**config.mk**
```make
export PLATFORM = sky130hd
export DESIGN_NAME = start_length_tail_deframer
export DESIGN_NICKNAME = d
export VERILOG_FILES = /design/src/rtl/core/sltd_pkg.sv /design/src/rtl/core/sltd_parse.sv /design/src/rtl/core/start_length_tail_deframer.sv
export SDC_FILE = /design/constraint.sdc
export NUM_CORES = 1
export LEC_CHECK = 0
export BUFFER_PORTS_ARGS = -buffer_cell sky130_fd_sc_hd__buf_2
export CAP_MARGIN = 20
export CORE_UTILIZATION = 40
export CTS_CLUSTER_DIAMETER = 30
export DETAILED_ROUTE_END_ITERATION = 6
export SLEW_MARGIN = 20
export SYNTH_ARGS = -nofsm -noshare
export SYNTH_HDL_FRONTEND = slang
export SYNTH_SLANG_ARGS = --single-unit
```
**constraint.sdc**
```tcl
create_clock -name clock -period 2.8 [get_ports clock]
set_input_delay 0.56 -clock clock [delete_from_list [all_inputs] [get_ports clock]]
set_output_delay 0.56 -clock clock [all_outputs]
set_load 0.02 [all_outputs]
```
**src/rtl/core/sltd_pkg.sv**
```systemverilog
// Shared codes, defaults and types for the start/length/tail deframer.
// No dependencies; used by sltd_parse and start_length_tail_deframer.
package sltd_pkg;

   localparam int LENGTH_BITS_DEF = 15;

   localparam int BYTE_W  = 8;
   localparam int KIND_W  = 3;
   localparam int PHASE_W = 3;
   localparam int INDEX_W = 8;

   // result kinds
   localparam logic [KIND_W-1:0] KIND_PAYLOAD   = 3'd0;
   localparam logic [KIND_W-1:0] KIND_GOOD      = 3'd1;
   localparam logic [KIND_W-1:0] KIND_START_ERR = 3'd2;
   localparam logic [KIND_W-1:0] KIND_LEN_ERR   = 3'd3;
   localparam logic [KIND_W-1:0] KIND_TAIL_ERR  = 3'd4;

   // register indexes
   localparam logic [INDEX_W-1:0] REG_START_FIRST  = 8'd0;
   localparam logic [INDEX_W-1:0] REG_START_SECOND = 8'd1;
   localparam logic [INDEX_W-1:0] REG_END_FIRST    = 8'd2;
   localparam logic [INDEX_W-1:0] REG_END_SECOND   = 8'd3;

   localparam logic [BYTE_W-1:0] START_FIRST_RST  = 8'hAA;
   localparam logic [BYTE_W-1:0] START_SECOND_RST = 8'h55;
   localparam logic [BYTE_W-1:0] END_FIRST_RST    = 8'h55;
   localparam logic [BYTE_W-1:0] END_SECOND_RST   = 8'hAA;

   typedef struct packed {
      logic [BYTE_W-1:0] start_first;
      logic [BYTE_W-1:0] start_second;
      logic [BYTE_W-1:0] end_first;
      logic [BYTE_W-1:0] end_second;
   } cfg_type;

   typedef struct packed {
      logic              valid;
      logic [KIND_W-1:0] kind;
      logic [BYTE_W-1:0] payload_byte;
      logic              frame_last;
   } result_type;

endpackage

```
**src/rtl/core/sltd_parse.sv**
```systemverilog
// Frame state machine of the deframer: phase, length and tail tracking.
// Produces at most one result per accepted request. Depends on sltd_pkg.
module sltd_parse #(
   parameter int LENGTH_BITS = sltd_pkg::LENGTH_BITS_DEF
) (
   input  logic                       clock,
   input  logic                       reset,
   input  logic                       accept,
   input  logic [sltd_pkg::BYTE_W-1:0] rx_byte,
   input  sltd_pkg::cfg_type          cfg,
   output sltd_pkg::result_type       result
);
   import sltd_pkg::*;

   localparam logic [PHASE_W-1:0] PH_START1  = 3'd0;
   localparam logic [PHASE_W-1:0] PH_START2  = 3'd1;
   localparam logic [PHASE_W-1:0] PH_LEN_LO  = 3'd2;
   localparam logic [PHASE_W-1:0] PH_LEN_HI  = 3'd3;
   localparam logic [PHASE_W-1:0] PH_PAYLOAD = 3'd4;
   localparam logic [PHASE_W-1:0] PH_END1    = 3'd5;
   localparam logic [PHASE_W-1:0] PH_END2    = 3'd6;
   localparam logic [PHASE_W-1:0] PH_CLOSED  = 3'd7;

   logic [PHASE_W-1:0]     phase_ff, phase_in;
   logic [BYTE_W-1:0]      length_low_ff, length_low_in;
   logic [LENGTH_BITS-1:0] bytes_left_ff, bytes_left_in;
   logic                   tail_first_ok_ff, tail_first_ok_in;

   logic [2*BYTE_W-1:0]    length_full;
   logic                   length_over;
   logic [LENGTH_BITS-1:0] bytes_dec;

   assign length_full = {rx_byte, length_low_ff};
   assign length_over = |(length_full >> LENGTH_BITS);
   assign bytes_dec   = (bytes_left_ff != '0) ? bytes_left_ff - 1'b1 : bytes_left_ff;

   always_comb begin
      phase_in            = phase_ff;
      length_low_in       = length_low_ff;
      bytes_left_in       = bytes_left_ff;
      tail_first_ok_in    = tail_first_ok_ff;
      result.valid        = 1'b0;
      result.kind         = KIND_PAYLOAD;
      result.payload_byte = '0;
      result.frame_last   = 1'b0;
      case (phase_ff)
         PH_START1: begin
            if (rx_byte != cfg.start_first) begin
               phase_in          = PH_CLOSED;
               result.valid      = 1'b1;
               result.kind       = KIND_START_ERR;
               result.frame_last = 1'b1;
            end else begin
               phase_in = PH_START2;
            end
         end
         PH_START2: begin
            if (rx_byte != cfg.start_second) begin
               phase_in          = PH_CLOSED;
               result.valid      = 1'b1;
               result.kind       = KIND_START_ERR;
               result.frame_last = 1'b1;
            end else begin
               phase_in = PH_LEN_LO;
            end
         end
         PH_LEN_LO: begin
            length_low_in = rx_byte;
            phase_in      = PH_LEN_HI;
         end
         PH_LEN_HI: begin
            if (length_over) begin
               phase_in          = PH_CLOSED;
               result.valid      = 1'b1;
               result.kind       = KIND_LEN_ERR;
               result.frame_last = 1'b1;
            end else begin
               bytes_left_in = length_full[LENGTH_BITS-1:0];
               phase_in      = (length_full[LENGTH_BITS-1:0] == '0) ? PH_END1 : PH_PAYLOAD;
            end
         end
         PH_PAYLOAD: begin
            bytes_left_in       = bytes_dec;
            if (bytes_dec == '0) phase_in = PH_END1;
            result.valid        = 1'b1;
            result.kind         = KIND_PAYLOAD;
            result.payload_byte = rx_byte;
         end
         PH_END1: begin
            tail_first_ok_in = (rx_byte == cfg.end_first);
            phase_in         = PH_END2;
         end
         PH_END2: begin
            tail_first_ok_in  = 1'b0;
            result.valid      = 1'b1;
            result.frame_last = 1'b1;
            if (tail_first_ok_ff && rx_byte == cfg.end_second) begin
               phase_in    = PH_START1;
               result.kind = KIND_GOOD;
            end else begin
               phase_in    = PH_CLOSED;
               result.kind = KIND_TAIL_ERR;
            end
         end
         default: begin
            // closed: drop everything until reset
            phase_in = PH_CLOSED;
         end
      endcase
   end

   always_ff @(posedge clock) begin
      if (reset) begin
         phase_ff         <= PH_START1;
         length_low_ff    <= '0;
         bytes_left_ff    <= '0;
         tail_first_ok_ff <= 1'b0;
      end else if (accept) begin
         phase_ff         <= phase_in;
         length_low_ff    <= length_low_in;
         bytes_left_ff    <= bytes_left_in;
         tail_first_ok_ff <= tail_first_ok_in;
      end
   end

`ifndef SYNTHESIS
   // payload phase never holds an empty count
   a_payload_count: assert property (@(posedge clock) disable iff (reset)
      phase_ff == PH_PAYLOAD |-> bytes_left_ff != '0)
      else $error("payload phase with no bytes left");

   // once closed, stay closed
   a_closed_sticks: assert property (@(posedge clock) disable iff (reset)
      phase_ff == PH_CLOSED |=> phase_ff == PH_CLOSED)
      else $error("left closed phase without reset");

   // nothing comes out of a closed block
   a_closed_silent: assert property (@(posedge clock) disable iff (reset)
      phase_ff == PH_CLOSED |-> !result.valid)
      else $error("result produced while closed");
`endif

endmodule

```
**src/rtl/core/start_length_tail_deframer.sv**
```systemverilog
// Top level of the start/length/tail deframer: handshakes, registers, result register.
// Depends on sltd_pkg and sltd_parse.
//
//   channel | direction | handshake           | payload
//   req     | in        | req_valid/req_stall | req_rx_byte
//   rsp     | out       | rsp_valid/rsp_stall | rsp_kind, rsp_payload_byte, rsp_frame_last
//   csr     | in        | csr_valid/csr_ready | csr_index, csr_wdata
//
// One request per cycle while req_stall is low; its result, if any, is in the result register the next cycle.
// The state update passes through the combinational phase decoder between the input and result.
// Reset (synchronous) restores default register values and expects a first start byte.
// req_stall rises only while a result is held in the result register and rsp_stall is high.
module start_length_tail_deframer #(
   parameter int LENGTH_BITS = sltd_pkg::LENGTH_BITS_DEF
) (
   input  logic                         clock,
   input  logic                         reset,
   input  logic                         req_valid,
   output logic                         req_stall,
   input  logic [sltd_pkg::BYTE_W-1:0]  req_rx_byte,
   output logic                         rsp_valid,
   input  logic                         rsp_stall,
   output logic [sltd_pkg::KIND_W-1:0]  rsp_kind,
   output logic [sltd_pkg::BYTE_W-1:0]  rsp_payload_byte,
   output logic                         rsp_frame_last,
   input  logic                         csr_valid,
   output logic                         csr_ready,
   input  logic [sltd_pkg::INDEX_W-1:0] csr_index,
   input  logic [sltd_pkg::BYTE_W-1:0]  csr_wdata
);
   import sltd_pkg::*;

   cfg_type    cfg_ff;
   result_type result;
   logic       accept;

   logic              rsp_valid_ff;
   logic [KIND_W-1:0] rsp_kind_ff;
   logic [BYTE_W-1:0] rsp_payload_byte_ff;
   logic              rsp_frame_last_ff;

   assign csr_ready = 1'b1;
   assign req_stall = rsp_valid_ff & rsp_stall;
   assign accept    = req_valid & ~req_stall;

   always_ff @(posedge clock) begin
      if (reset) begin
         cfg_ff.start_first  <= START_FIRST_RST;
         cfg_ff.start_second <= START_SECOND_RST;
         cfg_ff.end_first    <= END_FIRST_RST;
         cfg_ff.end_second   <= END_SECOND_RST;
      end else if (csr_valid && csr_ready) begin
         case (csr_index)
            REG_START_FIRST:  cfg_ff.start_first  <= csr_wdata;
            REG_START_SECOND: cfg_ff.start_second <= csr_wdata;
            REG_END_FIRST:    cfg_ff.end_first    <= csr_wdata;
            REG_END_SECOND:   cfg_ff.end_second   <= csr_wdata;
            default: ; // drop writes beyond the register list
         endcase
      end
   end

   sltd_parse #(
      .LENGTH_BITS(LENGTH_BITS)
   ) u_parse (
      .clock   (clock),
      .reset   (reset),
      .accept  (accept),
      .rx_byte (req_rx_byte),
      .cfg     (cfg_ff),
      .result  (result)
   );

   always_ff @(posedge clock) begin
      if (reset) begin
         rsp_valid_ff <= 1'b0;
      end else if (accept && result.valid) begin
         rsp_valid_ff <= 1'b1;
      end else if (!rsp_stall) begin
         rsp_valid_ff <= 1'b0;
      end
   end

   always_ff @(posedge clock) begin
      if (accept && result.valid) begin
         rsp_kind_ff         <= result.kind;
         rsp_payload_byte_ff <= result.payload_byte;
         rsp_frame_last_ff   <= result.frame_last;
      end
   end

   assign rsp_valid        = rsp_valid_ff;
   assign rsp_kind         = rsp_kind_ff;
   assign rsp_payload_byte = rsp_payload_byte_ff;
   assign rsp_frame_last   = rsp_frame_last_ff;

`ifndef SYNTHESIS
   a_status_last: assert property (@(posedge clock) disable iff (reset)
      rsp_valid_ff && rsp_kind_ff != KIND_PAYLOAD |-> rsp_frame_last_ff)
      else $error("status result without frame_last");

   a_status_zero: assert property (@(posedge clock) disable iff (reset)
      rsp_valid_ff && rsp_kind_ff != KIND_PAYLOAD |-> rsp_payload_byte_ff == '0)
      else $error("status result carries payload data");

   a_kind_range: assert property (@(posedge clock) disable iff (reset)
      rsp_valid_ff |-> (rsp_kind_ff == KIND_PAYLOAD || rsp_kind_ff == KIND_GOOD ||
                        rsp_kind_ff == KIND_START_ERR || rsp_kind_ff == KIND_LEN_ERR ||
                        rsp_kind_ff == KIND_TAIL_ERR))
      else $error("result kind out of range");

   a_stall_held: assert property (@(posedge clock) disable iff (reset)
      req_stall |=> rsp_valid_ff)
      else $error("held result lost while requests stalled");
`endif

endmodule
```
==> results of run 1 <==
[sequential cells by signal (all words and copies together) (netlist names)]
register                  cells
u_parse.length_low_ff         8
cfg_ff                       32
rsp_kind                      3
u_parse.tail_first_ok_ff      1
u_parse.bytes_left_ff        15
rsp_payload_byte              8
rsp_frame_last                1
rsp_valid                     1
u_parse.phase_ff              3
[final timing paths]
| kind | endpoint | cells past startpoint | slack [ns] | from |
|---|---|---|---|---|
| max | u_parse.phase_ff[0] | 9 | 0.15 | u_parse.bytes_left_ff[0] |
| min | rsp_valid | 3 | 0.47 | req_valid |
| max reg2reg | u_parse.phase_ff[0] | 9 | 0.15 | u_parse.bytes_left_ff[0] |
| min reg2reg | u_parse.tail_first_ok_ff | 2 | 0.48 | u_parse.tail_first_ok_ff |
[power by group]
group / internal, mW / switching [mW]
combinational: 0.635 / 0.959
clock: 0.422 / 0.435
sequential: 1.21 / 0.107
[repair_timing]
item,4_1_cts,5_1_grt
buffers inserted,0,1
gates resized for setup,0,3
endpoints found under the setup margin,0,1
endpoints found under the hold margin,0,0
[kinds of logic after synthesis]
kind of cell               Yosys count
AOI/OAI and AO/OA                   68
xor gates and xnor gates            37
adders and majority gates            2
buffers and inverters               43
DFF                                 72
muxes                               43
other                                1
and+or+nand+nor                    182
[metrics by stage]
| stage | utilization | setup TNS (ns) | instance area (um^2) | worst slack (ns) |
|---|---|---|---|---|
| finish | 0.493 | 0 | 4570 | 0.154 |
| global route | 0.493 | -0.0249 | 4570 | -0.0249 |
| CTS | 0.491 | 0 | 4560 | 0.138 |
| detailed placement | 0.469 | 0 | 4350 | 0.0162 |
| global placement | 0.469 | 0 | 4350 | 0.0808 |
| floorplan | - | 0 | 3860 | 0.233 |
[per-layer routing]
metal	track usage	wire length, um	part of all wire	up-vias
li1	-	-	-	1677
met1	0.289	4680	0.47	1633
met2	0.329	4520	0.45	107
met3	0.0369	526	0.053	15
met4	0.0725	202	0.020	0
met5	0	0	0	-
[layout make-up]
cell class                      count  area [um^2]
Tap cell                          129          161
Timing Repair Buffer               78          480
Inverter                            7         26.3
Clock inverter                      7         80.1
Sequential cell                    72         1560
Multi-Input combinational cell    333         2140
Clock buffer                        9          124
Fill cell                         924         4710
[critical path, stage by stage, from the launching register on]
cell and delay (ns):
sky130_fd_sc_hd__dfxtp_2 0.36, sky130_fd_sc_hd__inv_1 0.08, sky130_fd_sc_hd__ha_1 0.15, sky130_fd_sc_hd__or3b_4 0.42, sky130_fd_sc_hd__nor3_4 0.26, sky130_fd_sc_hd__nand3_2 0.11
sky130_fd_sc_hd__mux2i_2 0.21, sky130_fd_sc_hd__or4b_1 0.48, sky130_fd_sc_hd__o22ai_2 0.13, sky130_fd_sc_hd__mux2_1 0.32
[layout by cell type, fill, tap and decap left out, types with 13 or more instances in the layout]
| cell | netlist | layout |
|---|---|---|
| sky130_fd_sc_hd__dfxtp_1 | 60 | 59 |
| sky130_fd_sc_hd__nor2_1 | 55 | 55 |
| sky130_fd_sc_hd__nand2_1 | 52 | 52 |
| sky130_fd_sc_hd__buf_2 | 1 | 42 |
| sky130_fd_sc_hd__mux2i_1 | 42 | 41 |
| sky130_fd_sc_hd__buf_4 | 1 | 36 |
| sky130_fd_sc_hd__xor2_1 | 23 | 23 |
| sky130_fd_sc_hd__o21ai_0 | 17 | 17 |
| sky130_fd_sc_hd__a21oi_1 | 15 | 15 |
| sky130_fd_sc_hd__xnor2_1 | 14 | 14 |
| sky130_fd_sc_hd__nor3_1 | 13 | 13 |
==> impl_metrics.csv, run 1 <==
group,metric,value,unit
sta,timing.slew.headroom,0.400,
logic_synthesis,postSynthAreaPerCell,8.62,um^2
sta,fin_hold_ws,0.473,ns
setup_path,worst_setup_path_start_kind,"flop",
detailed_routing,detail-route-antenna-nets,0,
sta,hold_viol_final,0,
clocking,buffer_depth_of_the_longest_clock_path,2,
setup_path,critical_path.endpoint_type,"flop",
detailed_routing,vias,3432,
power_and_ir_drop,vdd_drop_max,0.375,mV
logic_synthesis,yosysWarningCount,0,
logic_synthesis,ys_dominant_reg_cell,"sky130_fd_sc_hd__dfxtp_1",
hold_path,tightest_hold_check_type,"input port to flop",
clocking,cts_hold_buf,0,
logic_synthesis,synth_sequential_area_ratio,0.405,
logic_synthesis,netlist_area,3860,um^2
logic_synthesis,netlist_top_cells_count,"sky130_fd_sc_hd__dfxtp_1 (60), sky130_fd_sc_hd__nor2_1 (55), sky130_fd_sc_hd__nand2_1 (52)",
logic_synthesis,post_synth_fa_ha_maj_area_fraction,0.00648,
logic_synthesis,postSynth.asyncResetShare,0,
sta,timing.final.setup_violations,0,
power_and_ir_drop,power,3.77,mW
sta,final_period_minus_worst_setup_slack,2.65,ns
logic_synthesis,combinational_family_with_the_most_area_after_synthesis,"simple AND/OR/NAND/NOR gates",
place,numPlacedInstances,618,
setup_path,critical_path_peak_fanout,7,
finish,layout-drive-gt1-share,0.213,
place,detailed_place_hpwl,7190,um
logic_synthesis,synth_area_leader_cell,"sky130_fd_sc_hd__dfxtp_1",
clocking,h_tree_lvl_count,3,
logic_synthesis,synth.area.top_cells,"sky130_fd_sc_hd__dfxtp_1 (31%), sky130_fd_sc_hd__mux2i_1 (11%), sky130_fd_sc_hd__edfxtp_1 (9.3%), sky130_fd_sc_hd__nor2_1 (5.3%), sky130_fd_sc_hd__xor2_1 (5.2%)",
setup_path,cp.required,3.05,ns
setup_path,setup.worst_path.class,"flop to flop",
logic_synthesis,yosysUniqueCellTypes,53,
logic_synthesis,synth-seq-cells,72,
clocking,cts.sink_count,72,
global_routing,antenna_violations_before_repair,0,
global_routing,grt_overflow,0,
clocking,clk_pin_slew_worst_paths,0.08,ns
global_routing,number_of_global_route_vias_before_repair,3196,
logic_synthesis,post-synth-top-count-cell,"sky130_fd_sc_hd__dfxtp_1",
finish,n_antenna_cell,0,
sta,worst_pin_slew,0.896,ns
logic_synthesis,synth_largest_type_area_fraction,0.311,
clocking,clock_latency,0.35,ns
global_routing,grt_max_degree,28,
setup_path,worst-endpoint-arrival,2.89,ns
floorplanning,die_h,100,um
place,place.gp.congestion,0.862,
clocking,cts-buffers-inserted,9,
floorplanning,core_region_area,9280,um^2
finish,area_delta_synth_final,18.5,%
logic_synthesis,synthesis.instances,448,
clocking,tritoncts,"done",
sta,period_utilization_post_route,0.945,
sta,achievable-frequency,378,MHz
floorplanning,design.die.area,10000,um^2
floorplanning,io_pins,44,
sta,skew,0.00887,ns
clocking,cts_root_buffer,"sky130_fd_sc_hd__clkbuf_8",
logic_synthesis,synth_compound_area_frac,0.115,
detailed_routing,vias_per_cell,5.40,
global_routing,globalRouteTotalUtil,0.209,
place,placement.io_buffers,42,
run,max_cap_violations,0,
floorplanning,total_number_of_placement_rows,35,
logic_synthesis,post_synth_xor_area_fraction,0.0840,
finish,final_net_count,532,
power_and_ir_drop,pwr_per_cell_area,825,nW/um^2
logic_synthesis,synth-simple-area-share,0.232,
power_and_ir_drop,power.static_leakage,1.94,nW
detailed_routing,drc,0,
detailed_routing,drt-total-wl,9930,um
logic_synthesis,synth-edff-count,12,
logic_synthesis,synthMuxAreaShare,0.112,
global_routing,wire_length_of_the_first_global_routing_pass,16300,um
sta,timing.final.max_slew_violations,0,
detailed_routing,wl_per_cell,15.6,um
finish,layoutNonFillerInstCount,635,
detailed_routing,drtPass1Iterations,4,
detailed_routing,drtIter0Drc,139,
floorplanning,die_width,100,um
status,outcome,"finished clean",
floorplanning,initial_core_util,0.416,
logic_synthesis,synth_nets,479,
(Power assumes the default switching activity.)
==> run 2: changes to the inputs <==
- ABC_AREA: not set -> 1
==> run 2 against run 1 <==
Effect of this change:
- count of clock-buffer cells in the layout up 4
- via count up 4.4%
- sequential cell count unchanged
- first-iteration DRC count up 31%
- wire length down 2.1%
- sequential share of layout area up 1.7 points
- power down 24%
- largest cell class unchanged
- critical endpoint is now u_parse.phase_ff[1]
==> impl_metrics.csv, run 2 <==
group,metric,value,unit
setup_path,timing.critical_path.from,"u_parse.bytes_left_ff[0]",
clocking,tritoncts,"done",
setup_path,cp.required,3.05,ns
floorplanning,die_width,101,um
detailed_routing,drc,0,
sta,fin_setup_tns,0,ns
run,max_cap_violations,0,
clocking,cts_root_buffer,"sky130_fd_sc_hd__clkbuf_8",
clocking,post_cts_setup_buffer_count,0,
setup_path,worst-endpoint-arrival,2.49,ns
global_routing,grtUsageMet2,0.323,
finish,commonest_cells_after_routing_fill_and_taps_aside,"sky130_fd_sc_hd__nand2_1 (100), sky130_fd_sc_hd__nor2_1 (61), sky130_fd_sc_hd__dfxtp_1 (60)",
logic_synthesis,synth_sequential_area_ratio,0.402,
detailed_routing,vias_per_cell,5.16,
logic_synthesis,synthesis.instances,530,
sta,worst_pin_slew,0.546,ns
finish,layout-drive-gt1-share,0.145,
power_and_ir_drop,power.sequential.fraction,0.414,
setup_path,reg2reg_from,"u_parse.bytes_left_ff[0]",
floorplanning,design.die.area,10100,um^2
power_and_ir_drop,cellInternalPower,1.83,mW
logic_synthesis,netlist_top_cells_count,"sky130_fd_sc_hd__nand2_1 (100), sky130_fd_sc_hd__nor2_1 (61), sky130_fd_sc_hd__dfxtp_1 (60)",
finish,layout.cells.most_common,"sky130_fd_sc_hd__nand2_1",
logic_synthesis,postSynthAreaPerCell,7.33,um^2
floorplanning,die_h,101,um
global_routing,grt.met3_usage,0.0361,
logic_synthesis,synth_nets,561,
finish,layoutNonFillerInstCount,695,
logic_synthesis,ys_dominant_reg_cell,"sky130_fd_sc_hd__dfxtp_1",
power_and_ir_drop,reported_net_switching_power,1.02,mW
global_routing,grt_max_degree,45,
setup_path,critical_path_peak_fanout,22,
logic_synthesis,yosysWarningCount,0,
sta,skew,0.0157,ns
detailed_routing,drtIter0Drc,182,
power_and_ir_drop,switching_share,0.358,
clocking,cts.sink_count,72,
logic_synthesis,netlist_area,3880,um^2
logic_synthesis,postSynth.asyncResetShare,0,
setup_path,setup.worst_path.class,"flop to flop",
setup_path,critical_path.endpoint_type,"flop",
hold_path,tightest_hold_check_type,"flop to flop",
logic_synthesis,synth_largest_type_area_fraction,0.309,
finish,final_net_count,592,
sta,timing.final.max_slew_violations,0,
place,detailed_place_hpwl,7310,um
global_routing,antenna_violations_before_repair,0,
setup_path,worst_setup_path_start_kind,"flop",
sta,timing.final.setup_violations,0,
logic_synthesis,yosysUniqueCellTypes,36,
power_and_ir_drop,comb_power_share,0.297,
sta,timing.slew.headroom,0.635,
logic_synthesis,synth.area.top_cells,"sky130_fd_sc_hd__dfxtp_1 (31%), sky130_fd_sc_hd__nand2_1 (9.7%), sky130_fd_sc_hd__edfxtp_1 (9.3%), sky130_fd_sc_hd__a21oi_1 (6.3%), sky130_fd_sc_hd__nor2_1 (5.9%)",
floorplanning,core_region_area,9330,um^2
finish,area_delta_synth_final,12.0,%
finish,final_util,0.466,
global_routing,wire_length_of_the_first_global_routing_pass,16600,um
detailed_routing,drtPass1Iterations,5,
place,postPlaceCellArea,4150,um^2
floorplanning,total_number_of_placement_rows,35,
clocking,cts_hold_buf,0,
sta,fin_hold_ws,0.481,ns
finish,n_antenna_cell,0,
detailed_routing,drt-total-wl,9720,um
place,place.gp.congestion,0.883,
clocking,clk_pin_slew_worst_paths,0.08,ns
global_routing,globalRoute.busiestLayer,"met2",
finish,flip_flop_count_of_the_largest_register_after_layout,32,
setup_path,crit_end,"u_parse.phase_ff[1]",
global_routing,globalRouteTotalUtil,0.212,
sta,hold_viol_final,0,
finish,reg.largest.list,"cfg_ff: 32 flops, u_parse.bytes_left_ff: 15 flops",
clocking,cts-buffers-inserted,9,
detailed_routing,vias,3583,
power_and_ir_drop,power_frac_clock,0.289,
setup_path,reg2reg_setup_slack,0.56,ns
global_routing,groute.layer.met1.usage,0.296,
global_routing,number_of_global_route_vias_before_repair,3354,
clocking,clock_latency,0.35,ns
place,placement.io_buffers,42,
power_and_ir_drop,pwr_per_cell_area,655,nW/um^2
floorplanning,io_pins,44,
sta,grt_setup_unrepaired,"false",
clocking,buffer_depth_of_the_longest_clock_path,2,
power_and_ir_drop,power.static_leakage,2.02,nW
finish,post-route-cell-area,4350,um^2
logic_synthesis,synth-seq-cells,72,
detailed_routing,wl_per_cell,14.0,um
setup_path,rr_endpoint,"u_parse.phase_ff[1]",
setup_path,r2r_cells,13,
logic_synthesis,post-synth-top-count-cell,"sky130_fd_sc_hd__nand2_1",
sta,period_utilization_post_route,0.800,
logic_synthesis,synth_area_leader_cell,"sky130_fd_sc_hd__dfxtp_1",
clocking,post_cts_resized,0,
logic_synthesis,synth-edff-count,12,
place,numPlacedInstances,679,
sta,achievable-frequency,447,MHz
clocking,h_tree_lvl_count,3,
floorplanning,initial_core_util,0.416,
power_and_ir_drop,vdd_drop_max,0.255,mV
detailed_routing,detail-route-antenna-nets,0,
status,outcome,"finished clean",
sta,final_period_minus_worst_setup_slack,2.24,ns
global_routing,grt_overflow,0,
finish,registers.top_by_ff_count,"cfg_ff",
[run 2: how the worst min path moves through the flow]
stage,start,end,slack [ns],cells after the start
floorplan,cfg_ff[28],cfg_ff[28],0.44,2
global placement,cfg_ff[26],cfg_ff[26],0.46,2
detailed placement,cfg_ff[26],cfg_ff[26],0.46,2
CTS,cfg_ff[26],cfg_ff[26],0.48,2
global route,csr_wdata[4],cfg_ff[4],0.50,3
finish,cfg_ff[26],cfg_ff[26],0.48,2
[run 2: power by group through the flow]
stage          logic (mW)  clock network (mW)  registers (mW)
2_1_floorplan       0.647                   0            1.23
3_3_place_gp        0.835                   0            1.20
3_5_place_dp        0.840                   0            1.20
4_1_cts             0.844               0.835            1.18
5_1_grt             0.971               0.883            1.19
6_report            0.846               0.824            1.18
[run 2: critical path, stage by stage (launching register included)]
cell                      delay [ns]
sky130_fd_sc_hd__dfxtp_1        0.34
sky130_fd_sc_hd__inv_1          0.18
sky130_fd_sc_hd__ha_1           0.31
sky130_fd_sc_hd__nand2_2        0.15
sky130_fd_sc_hd__nor2_4         0.15
sky130_fd_sc_hd__nand2_2        0.23
sky130_fd_sc_hd__o21ai_0        0.16
sky130_fd_sc_hd__nand3_1        0.10
sky130_fd_sc_hd__nor2_1         0.11
sky130_fd_sc_hd__nand3_1        0.11
sky130_fd_sc_hd__nand2_2        0.11
sky130_fd_sc_hd__nand3_1        0.07
sky130_fd_sc_hd__nand2_1        0.07
sky130_fd_sc_hd__nor2_1         0.04
[run 2: logic make-up (layout without fill, tap and decap cells)]
kind of cell / Yosys count / count (layout) / synth area share
other cells: 1 / 1 / 0.000966
fa+ha+maj: 2 / 2 / 0.00644
buf+inv: 85 / 121 / 0.0922
flops: 72 / 72 / 0.402
compound gates: 118 / 118 / 0.185
simple gates: 227 / 227 / 0.257
xor+xnor: 25 / 25 / 0.0564
[run 2: stage by stage]
step / worst slack, ns / power, mW
2_1_floorplan: 0.710 / 1.87
3_3_place_gp: 0.486 / 2.04
3_5_place_dp: 0.475 / 2.04
4_1_cts: 0.563 / 2.86
5_1_grt: 0.255 / 3.04
6_report: 0.561 / 2.85
[run 2: final cells by class]
type | count | area, um^2
multi-input cells | 373 | 1960
well taps | 129 | 161
clock buffers | 13 | 180
fillers | 974 | 4980
repair buffers | 46 | 240
clock inverters | 3 | 21.3
inverters | 59 | 221
flip-flops and latches | 72 | 1560
[run 2: metal layers]
| metal | routed length (um) | vias up |
|---|---|---|
| li1 | - | 1826 |
| met1 | 4710 | 1615 |
| met2 | 4270 | 129 |
| met3 | 579 | 13 |
| met4 | 166 | 0 |
| met5 | 0 | - |
==> run 3: changes to the inputs <==
- ABC_AREA: 1 -> 0
- clock period: 2.8 -> 2 ns (I/O delays scaled with it)
==> run 3 against run 2 <==
Effect of this change:
- the run now ends with negative setup slack left
- power grew 120%
- worst hold slack lost 0.17 ns
- final cell count shrank 0.72%
- die area shrank 0.57%
- non-clock buffer count grew 86
- wire length grew 10%
- sequential share of layout area shrank 5.7 points
- register-to-register slack lost 1.1 ns
- critical endpoint is now u_parse.phase_ff[0]
- largest power group is now combinational cells
==> impl_metrics.csv, run 3 (synthesis results as in run 1) <==
group,metric,value,unit
floorplanning,die_width,100,um
detailed_routing,vias,3613,
detailed_routing,drtPass1Iterations,6,
sta,fin_hold_ws,0.308,ns
hold_path,hold-path-endpoint,"cfg_ff[5]",
setup_path,worst-endpoint-arrival,2.76,ns
setup_path,critical_path.endpoint_type,"flop",
place,detailed_place_hpwl,7770,um
setup_path,r2r_cells,9,
setup_path,reg2reg_from,"u_parse.bytes_left_ff[1]",
place,place.gp.congestion,0.857,
global_routing,grt_overflow,0,
setup_path,critical_path_peak_fanout,5,
sta,skew,0.0121,ns
place,numPlacedInstances,667,
setup_path,worst_path_dominant_cell_family,"simple AND/OR/NAND/NOR gates",
setup_path,timing.critical_path.cells,"inv_2 -> ha_4 -> or3b_4 -> nor3_4 -> nand3_2 -> xnor2_1 -> or4b_1 -> o22ai_2 -> mux2_1",
clocking,h_tree_lvl_count,3,
finish,n_antenna_cell,0,
floorplanning,design.die.area,10000,um^2
setup_path,path_depth,9,
detailed_routing,drc,0,
floorplanning,initial_core_util,0.416,
floorplanning,core_region_area,9280,um^2
sta,achievable-frequency,399,MHz
setup_path,worst_setup_path_start_kind,"flop",
clocking,buffer_depth_of_the_longest_clock_path,2,
finish,flip_flop_count_of_the_largest_register_after_layout,32,
clocking,cts.sink_count,72,
global_routing,antenna_violations_before_repair,0,
detailed_routing,vias_per_cell,5.24,
status,violations,"negative setup slack",
detailed_routing,detail-route-antenna-nets,0,
sta,final_critical_path_setup_slack,-0.505,ns
power_and_ir_drop,vdd_drop_max,0.447,mV
sta,final_period_minus_worst_setup_slack,2.51,ns
clocking,tritoncts,"done",
floorplanning,io_pins,44,
floorplanning,total_number_of_placement_rows,35,
finish,sequential_cell_area,1570,um^2
finish,layout-drive-gt1-share,0.337,
floorplanning,die_h,100,um
clocking,cts_hold_buf,0,
finish,registers.top_by_ff_count,"cfg_ff",
clocking,clk_pin_slew_worst_paths,0.09,ns
detailed_routing,drt-total-wl,10700,um
sta,timing.final.setup_violations,3,
place,placement.io_buffers,42,
setup_path,reg2reg_setup_slack,-0.51,ns
run,max_cap_violations,0,
global_routing,wire_length_of_the_first_global_routing_pass,17600,um
finish,area_delta_synth_final,34.2,%
global_routing,globalRouteTotalUtil,0.228,
clocking,cts-buffers-inserted,9,
sta,timing.final.max_slew_violations,0,
hold_path,cell_count_of_the_worst_hold_path,3,
setup_path,cp.required,2.25,ns
clocking,cts_root_buffer,"sky130_fd_sc_hd__clkbuf_8",
setup_path,rr_endpoint,"u_parse.phase_ff[0]",
finish,multiInputGateArea,2310,um^2
power_and_ir_drop,power.static_leakage,2.27,nW
detailed_routing,drtIter0Drc,194,
hold_path,worst_hold_startpoint,"csr_wdata[5]",
finish,layoutNonFillerInstCount,690,
finish,final_net_count,587,
hold_path,tightest_hold_check_type,"input port to flop",
finish,layout.cells.most_common,"sky130_fd_sc_hd__buf_4",
sta,period_utilization_post_route,1.25,
power_and_ir_drop,power,6.22,mW
setup_path,slowest_stage,"sky130_fd_sc_hd__or4b_1",
status,outcome,"finished, violations left",
power_and_ir_drop,pwr_per_cell_area,1200,nW/um^2
setup_path,cpPeakStageDelay,0.49,ns
detailed_routing,wl_per_cell,15.5,um
sta,worst_pin_slew,0.559,ns
global_routing,grt_max_degree,25,
clocking,clock_latency,0.36,ns
setup_path,setup.worst_path.class,"flop to flop",
finish,commonest_cells_after_routing_fill_and_taps_aside,"sky130_fd_sc_hd__buf_4 (85), sky130_fd_sc_hd__dfxtp_1 (57), sky130_fd_sc_hd__nor2_1 (53)",
sta,hold_viol_final,0,
place,pre_cts_slack,-0.491,ns
sta,grt_setup_unrepaired,"true",
finish,reg.largest.list,"cfg_ff: 32 flops, u_parse.bytes_left_ff: 15 flops",
global_routing,number_of_global_route_vias_before_repair,3452,
setup_path,buffers_and_inverters_on_the_worst_path,1,
sta,timing.slew.headroom,0.627,
finish,layout.filler_cells,887,
## run 3: cell type report
type,instances,share of cell area
Multi-Input combinational cell,334,0.446
Inverter,7,0.00507
Clock inverter,7,0.0152
Tap cell,129,0.0312
Sequential cell,72,0.302
Timing Repair Buffer,132,0.176
Clock buffer,9,0.0239
## run 3: worst max path at each step
stage	start	end
finish	u_parse.bytes_left_ff[1]	u_parse.phase_ff[0]
global placement	u_parse.bytes_left_ff[1]	u_parse.phase_ff[0]
floorplan	u_parse.bytes_left_ff[0]	u_parse.phase_ff[0]
detailed placement	u_parse.bytes_left_ff[1]	u_parse.phase_ff[0]
CTS	u_parse.bytes_left_ff[1]	u_parse.phase_ff[0]
global route	u_parse.bytes_left_ff[1]	u_parse.phase_ff[0]
## run 3: layer usage
layer	vias to the layer above	track usage	part of all wire
met5	-	0	0
met4	0	0.0725	0.018
met3	21	0.0439	0.055
met2	110	0.350	0.45
met1	1692	0.324	0.48
li1	1790	-	-
## run 3: worst register-to-register path: cells and delay by family (launching register included)
kind	cells	cell delay, ns
simple gates	4	1.28
flops	1	0.34
mux	1	0.34
xor+xnor	1	0.16
fa+ha+maj	1	0.12
compound gates	1	0.11
buf+inv	1	0.06
## run 3: through the flow
stage | area (um^2) | util | TNS, ns
floorplan | 3910 | - | -2.76
global placement | 4780 | 0.515 | -6.86
detailed placement | 4780 | 0.515 | -7.95
CTS | 5110 | 0.550 | -0.684
global route | 5180 | 0.558 | -1.79
finish | 5180 | 0.558 | -0.742
## run 3: where the power goes
part           total [mW]  switching, mW  internal [mW]
Clock                1.21          0.613          0.592
Sequential           1.80          0.103           1.70
Combinational        3.21           1.69           1.52
## run 3: repair_timing
| action | in CTS | in global routing |
|---|---|---|
| gates resized for setup | 18 | 14 |
| pin swaps | 5 | 7 |
| buffers inserted | 6 | 0 |
| gates cloned | 0 | 1 |
| endpoints found under the setup margin | 15 | 27 |
